### src/sv/crcfc_pkg.sv
// ----------------------------------------------------------------------------
// CRC-32 frame checker package
// Status codes, the result record and the byte-wide CRC update functions
// shared by the frame checker modules.
// ----------------------------------------------------------------------------
package crcfc_pkg;

    localparam logic [31:0] CRC_POLY  = 32'h04c1_1db7;
    localparam int          M_TDATA_W = 144;

    typedef enum logic [1:0] {
        STATUS_OK,
        STATUS_BAD_MAGIC,
        STATUS_BAD_CRC,
        STATUS_BAD_SIZE
    } status_t;

    // Packed from the top bit down; status sits in the lowest bits.
    typedef struct packed {
        logic [11:0] frame_bytes;
        logic [31:0] received_crc;
        logic [31:0] computed_crc;
        logic [31:0] declared_size;
        logic [31:0] command_word;
        status_t     status;
    } result_t;

    function automatic logic [31:0] crc_table(input logic [7:0] idx);
        logic [31:0] t;
        t = {idx, 24'h000000};
        for (int j = 0; j < 8; j++) begin
            if (t[31]) begin
                t = {t[30:0], 1'b0} ^ CRC_POLY;
            end else begin
                t = {t[30:0], 1'b0};
            end
        end
        return t;
    endfunction

    function automatic logic [31:0] crc_feed(input logic [31:0] r, input logic [7:0] d);
        return {r[23:0], d} ^ crc_table(r[31:24]);
    endfunction

endpackage

### src/sv/crcfc_frame.sv
// ----------------------------------------------------------------------------
// CRC-32 frame checker frame logic
// Tracks the header words, the running CRC and the trailing four bytes of
// the current frame, and forms the check result on the final byte.
// ----------------------------------------------------------------------------
module crcfc_frame #(
    parameter int MAX_FRAME_BYTES = 2048
) (
    input  logic                aclk,
    input  logic                aresetn,
    input  logic                consume,
    input  logic [7:0]          in_data,
    input  logic                in_last,
    input  logic [31:0]         magic_word,
    output crcfc_pkg::result_t  result
);

    localparam int IDX_W = $clog2(MAX_FRAME_BYTES + 2);
    localparam logic [IDX_W-1:0] MAX_IDX = IDX_W'(MAX_FRAME_BYTES);

    logic [IDX_W-1:0] idx_reg, idx_next;
    logic [31:0]      crc_reg, crc_next;
    logic [31:0]      magic_reg, magic_next;
    logic [31:0]      size_reg, size_next;
    logic [31:0]      command_reg, command_next;
    logic [31:0]      tail_reg, tail_next;
    logic [31:0]      spec1_reg, spec1_next;
    logic [31:0]      spec2_reg, spec2_next;
    logic [31:0]      spec3_reg, spec3_next;
    logic [31:0]      feed_src;
    logic [31:0]      feed_out;
    logic [31:0]      crc_shift;
    logic [IDX_W-1:0] sat_count;
    logic             size_bad;

    always_comb begin
        if (idx_reg == IDX_W'(5)) begin
            feed_src = spec1_reg;
        end else if (idx_reg == IDX_W'(6)) begin
            feed_src = spec2_reg;
        end else if (idx_reg == IDX_W'(7)) begin
            feed_src = spec3_reg;
        end else begin
            feed_src = crc_reg;
        end
        feed_out  = crcfc_pkg::crc_feed(feed_src, in_data);
        crc_shift = {crc_reg[23:0], in_data};

        idx_next     = idx_reg;
        crc_next     = crc_reg;
        magic_next   = magic_reg;
        size_next    = size_reg;
        command_next = command_reg;
        spec1_next   = spec1_reg;
        spec2_next   = spec2_reg;
        spec3_next   = spec3_reg;

        if (idx_reg < MAX_IDX) begin
            if (idx_reg < IDX_W'(4)) begin
                magic_next[{idx_reg[1:0], 3'b000} +: 8] = in_data;
                crc_next = (idx_reg[1:0] == 2'd3) ? ~crc_shift : crc_shift;
            end else if (idx_reg < IDX_W'(8)) begin
                size_next[{idx_reg[1:0], 3'b000} +: 8] = in_data;
                if (idx_reg == IDX_W'(4)) begin
                    spec1_next = feed_out;
                end else if (idx_reg == IDX_W'(5)) begin
                    spec2_next = feed_out;
                end else if (idx_reg == IDX_W'(6)) begin
                    spec3_next = feed_out;
                end else if (size_next > 32'd11) begin
                    crc_next = feed_out;
                end else if (size_next > 32'd10) begin
                    crc_next = spec3_reg;
                end else if (size_next > 32'd9) begin
                    crc_next = spec2_reg;
                end else if (size_next > 32'd8) begin
                    crc_next = spec1_reg;
                end
            end else begin
                if (idx_reg < IDX_W'(12)) begin
                    command_next[{idx_reg[1:0], 3'b000} +: 8] = in_data;
                end
                if (33'(idx_reg) + 33'd4 < {1'b0, size_reg}) begin
                    crc_next = feed_out;
                end
            end
        end

        tail_next = {in_data, tail_reg[31:8]};
        if (idx_reg <= MAX_IDX) begin
            idx_next = idx_reg + IDX_W'(1);
        end

        size_bad = (idx_next < IDX_W'(8)) || (size_next < 32'd8) ||
                   (idx_next > MAX_IDX) || (32'(idx_next) < size_next);
        sat_count = (idx_next > MAX_IDX) ? MAX_IDX : idx_next;

        if (size_bad) begin
            result.status = crcfc_pkg::STATUS_BAD_SIZE;
        end else if (magic_next != magic_word) begin
            result.status = crcfc_pkg::STATUS_BAD_MAGIC;
        end else if (~crc_next != tail_next) begin
            result.status = crcfc_pkg::STATUS_BAD_CRC;
        end else begin
            result.status = crcfc_pkg::STATUS_OK;
        end
        result.command_word  = command_next;
        result.declared_size = size_next;
        result.computed_crc  = ~crc_next;
        result.received_crc  = tail_next;
        result.frame_bytes   = 12'(sat_count);
    end

    always_ff @(posedge aclk) begin
        if (!aresetn) begin
            idx_reg     <= '0;
            crc_reg     <= '0;
            magic_reg   <= '0;
            size_reg    <= '0;
            command_reg <= '0;
            tail_reg    <= '0;
        end else if (consume) begin
            if (in_last) begin
                idx_reg     <= '0;
                crc_reg     <= '0;
                magic_reg   <= '0;
                size_reg    <= '0;
                command_reg <= '0;
                tail_reg    <= '0;
            end else begin
                idx_reg     <= idx_next;
                crc_reg     <= crc_next;
                magic_reg   <= magic_next;
                size_reg    <= size_next;
                command_reg <= command_next;
                tail_reg    <= tail_next;
            end
        end
    end

    always_ff @(posedge aclk) begin
        if (consume) begin
            spec1_reg <= spec1_next;
            spec2_reg <= spec2_next;
            spec3_reg <= spec3_next;
        end
    end

endmodule

### config.mk
export PLATFORM = sky130hd
export DESIGN_NAME = crcfc_frame
export DESIGN_NICKNAME = d
export VERILOG_FILES = /design/src/sv/crcfc_pkg.sv /design/src/sv/crcfc_frame.sv
export SDC_FILE = /design/constraint.sdc
export NUM_CORES = 1
export LEC_CHECK = 0
export ABC_AREA = 1
export ABC_CLOCK_PERIOD_IN_PS = 12550
export BUFFER_PORTS_ARGS = -buffer_cell sky130_fd_sc_hd__buf_2
export CORE_ASPECT_RATIO = 0.6
export CORE_UTILIZATION = 35
export DETAILED_ROUTE_END_ITERATION = 7
export GPL_TIMING_DRIVEN = 1
export PLACE_DENSITY_LB_ADDON = 0.3
export SLEW_MARGIN = 20
export SYNTH_ARGS = -nofsm -noshare
export SYNTH_HDL_FRONTEND = slang
export SYNTH_SLANG_ARGS = --single-unit
### constraint.sdc
create_clock -name aclk -period 12.55 [get_ports aclk]
set_clock_uncertainty 0.05 [all_clocks]
set_input_delay 1.8825 -clock aclk [delete_from_list [all_inputs] [get_ports aclk]]
set_output_delay 1.8825 -clock aclk [all_outputs]
set_load 0.02 [all_outputs]
==> impl_metrics.csv <==
group,metric,value,unit
run_status,status,"finished clean",
power_and_ir_drop,cellLeakagePower,9.78,nW
synthesis,synth-main-ff-cell,"dfxtp_1",
power_and_ir_drop,vdd_ir_drop_max,0.106,mV
clocking,htreeDepth,1,
final_layout,multiInputGateArea,11300,um^2
detailed_routing,wl,86.4,mm
final_layout,final_util,39.8,%
final_layout,final-seq-area,6170,um^2
synthesis,yosysUniqueCellTypes,55,
detailed_routing,routed_via_density,5.45,
sta,slew_headroom,22.6,%
placed_design,portBuffers,185,
worst_setup_path,cp-end-kind,"primary output",
floorplan,die_y,185,um
sta,rsz0062_at_grt,"no",
clocking,clkTransAtPathRegs,0.07,ns
detailed_routing,vias,21700,
sta,period_minus_slack,8.91,ns
worst_setup_path,slowest_stage,"dfxtp_1",
power_and_ir_drop,p_per_area,93.2,nW/um^2
worst_setup_path,reg2reg_slack,6.86,ns
global_route,antenna_found_initial,2,
clocking,cts_hold_repair.buffers,0,
worst_setup_path,startpoint_type,"flip-flop",
sta,hold_viol_final,0,
final_layout,areaGrowthSynthToFinish,11.3,%
flow_run,cap_violations,0,
floorplan,num_rows,66,
sta,fin_tns_setup,0,ns
synthesis,ys_seq_elements,260,
final_layout,instances_no_fill,3977,
worst_setup_path,crit_arrival,6.98,ns
sta,finalSetupViolCount,0,
clocking,clkLatencyLatePin,0.61,ns
detailed_routing,drc,0,
synthesis,synth_top_cell_by_area,"nand2_1",
floorplan,die_w,307,um
placed_design,dp_hpwl,60.5,mm
global_route,grt_max_degree,151,
worst_setup_path,critPathMaxStageDelay,0.56,ns
clocking,cts-root-buf,"clkbuf_16",
worst_setup_path,crit_top_cell,"nand2_1",
final_layout,drive_above_1_share,12.5,%
global_route,grt_overflow,0,
synthesis,synth_edf_count,96,
synthesis,syn_inst,3138,
worst_setup_path,worstPathRequired,10.62,ns
synthesis,yosys_warnings,0,
clocking,cts_tree,"done",
floorplan,start_util,35.7,%
clocking,clockBufferDepth,3,
synthesis,yosys-top-cells-area,"nand2_1, dfxtp_1, edfxtp_1",
worst_setup_path,critical_path_class,"reg -> out",
global_route,grt_pass1_vias,18700,
synthesis,synth_area,19500,um^2
placed_design,dp_cells,3927,
sta,finalCritPeriodShare,71.0,%
global_route,track_usage,29.8,%
floorplan,ios,186,
global_route,grt_pass1_wl,126,mm
synthesis,syn_area_per_cell,6.22,um^2
synthesis,netlist.area_leader.share,23.7,%
final_layout,num-nets-final,3284,
final_layout,fillCellCount,5985,
detailed_routing,firstDrtPassIters,6,
synthesis,ys_async_sr_fraction,0,%
sta,report.final.slew_viol_count,0,
detailed_routing,drt-initial-drc-count,3170,
detailed_routing,wire_per_inst,21.7,um
final_layout,diodes,0,
clocking,postCtsSetupRepairBufs,0,
final_layout,final_common_cell,"nand2_1",
synthesis,syn_nets,3214,
sta,fmax,112,MHz
worst_setup_path,critPathMaxFanout,40,
final_layout,mostFrequentLayoutCells,"nand2_1, inv_1, a21oi_1",
hold_path,worst_hold_path_type,"reg -> reg",
clocking,cts_resized,0,
floorplan,core,54700,um^2
detailed_routing,ant_nets,0,
floorplan,die_area,56800,um^2
placed_design,place.gp.congestion,1.02,
sta,tightest_slew,1.15,ns
clocking,clock_sinks,260,
clocking,cts_buffers,27,
synthesis,ys_seq_area_share,31.6,%
critical path, delay by kind of cell (launching register included):
| family | cells | cell delay [ns] |
|---|---|---|
| buffers and inverters | 5 | 1.61 |
| flip-flops | 1 | 0.56 |
| adder cells (fa/ha/maj) | 1 | 0.54 |
| AND/OR/NAND/NOR | 25 | 3.61 |
where the power goes:
group          switching [mW]  internal (mW)  total, mW
clock network           0.396          0.478      0.874
logic                   0.196         0.0710      0.267
registers             0.00828          0.875      0.883
worst paths after layout:
kind / start / end / cells after the start
max: idx_reg[0]$_SDFFE_PN0P_ / result[1] / 31
min: command_reg[31]$_SDFFE_PN0P_ / command_reg[31]$_SDFFE_PN0P_ / 2
max reg2reg: idx_reg[0]$_SDFFE_PN0P_ / crc_reg[11]$_SDFFE_PN0P_ / 25
min reg2reg: command_reg[31]$_SDFFE_PN0P_ / command_reg[31]$_SDFFE_PN0P_ / 2
cell type report:
type | instances | area share, %
clock inverters | 14 | 0.662
multi-input cells | 2388 | 52.2
flip-flops and latches | 260 | 28.4
clock buffers | 36 | 3.55
well taps | 748 | 4.31
inverters | 313 | 5.43
repair buffers | 218 | 5.46
cells by family (layout without fill, tap and decap cells):
family,after synthesis,in the layout,synth area share [%]
AND/OR/NAND/NOR,1765,1765,38.4
multiplexers,1,1,0.0513
adder cells (fa/ha/maj),32,32,2.05
XOR/XNOR,83,83,3.84
flip-flops,260,260,31.6
AO/OA/AOI/OAI,507,507,13.6
buffers and inverters,490,581,10.5
layer usage:
layer / vias to the layer above / GRT usage [%] / share of wire (%)
met2: 1527 / 36.9 / 35
met4: 4 / 6.48 / 2.4
li1: 10100 / - / -
met1: 9872 / 44.9 / 45
met3: 147 / 13.5 / 17
met5: - / 1.38 / 0.12
per-stage QoR:
stage               hold slack, ns  setup slack, ns  power, mW  instance area (um^2)
floorplan                    0.391             6.33       1.07                 19500
global placement             0.401             4.52       1.16                 20800
detailed placement           0.405             4.48       1.16                 20800
CTS                          0.415             4.01       2.01                 21700
global route                 0.426             3.43       2.08                 21700
finish                       0.413             3.64       2.02                 21700
cell usage after synthesis (25+ instances only):
library cell	instances
nand3_1	221
ha_1	32
o21ai_0	197
dfxtp_1	164
nand2_1	1234
nand2_2	35
inv_1	289
xor2_1	55
edfxtp_1	96
o21ai_1	33
xnor2_1	25
a21oi_1	238
clkbuf_1	100
buf_2	32
nor2_1	145
No activity file was read; power rests on OpenSTA's default activity.
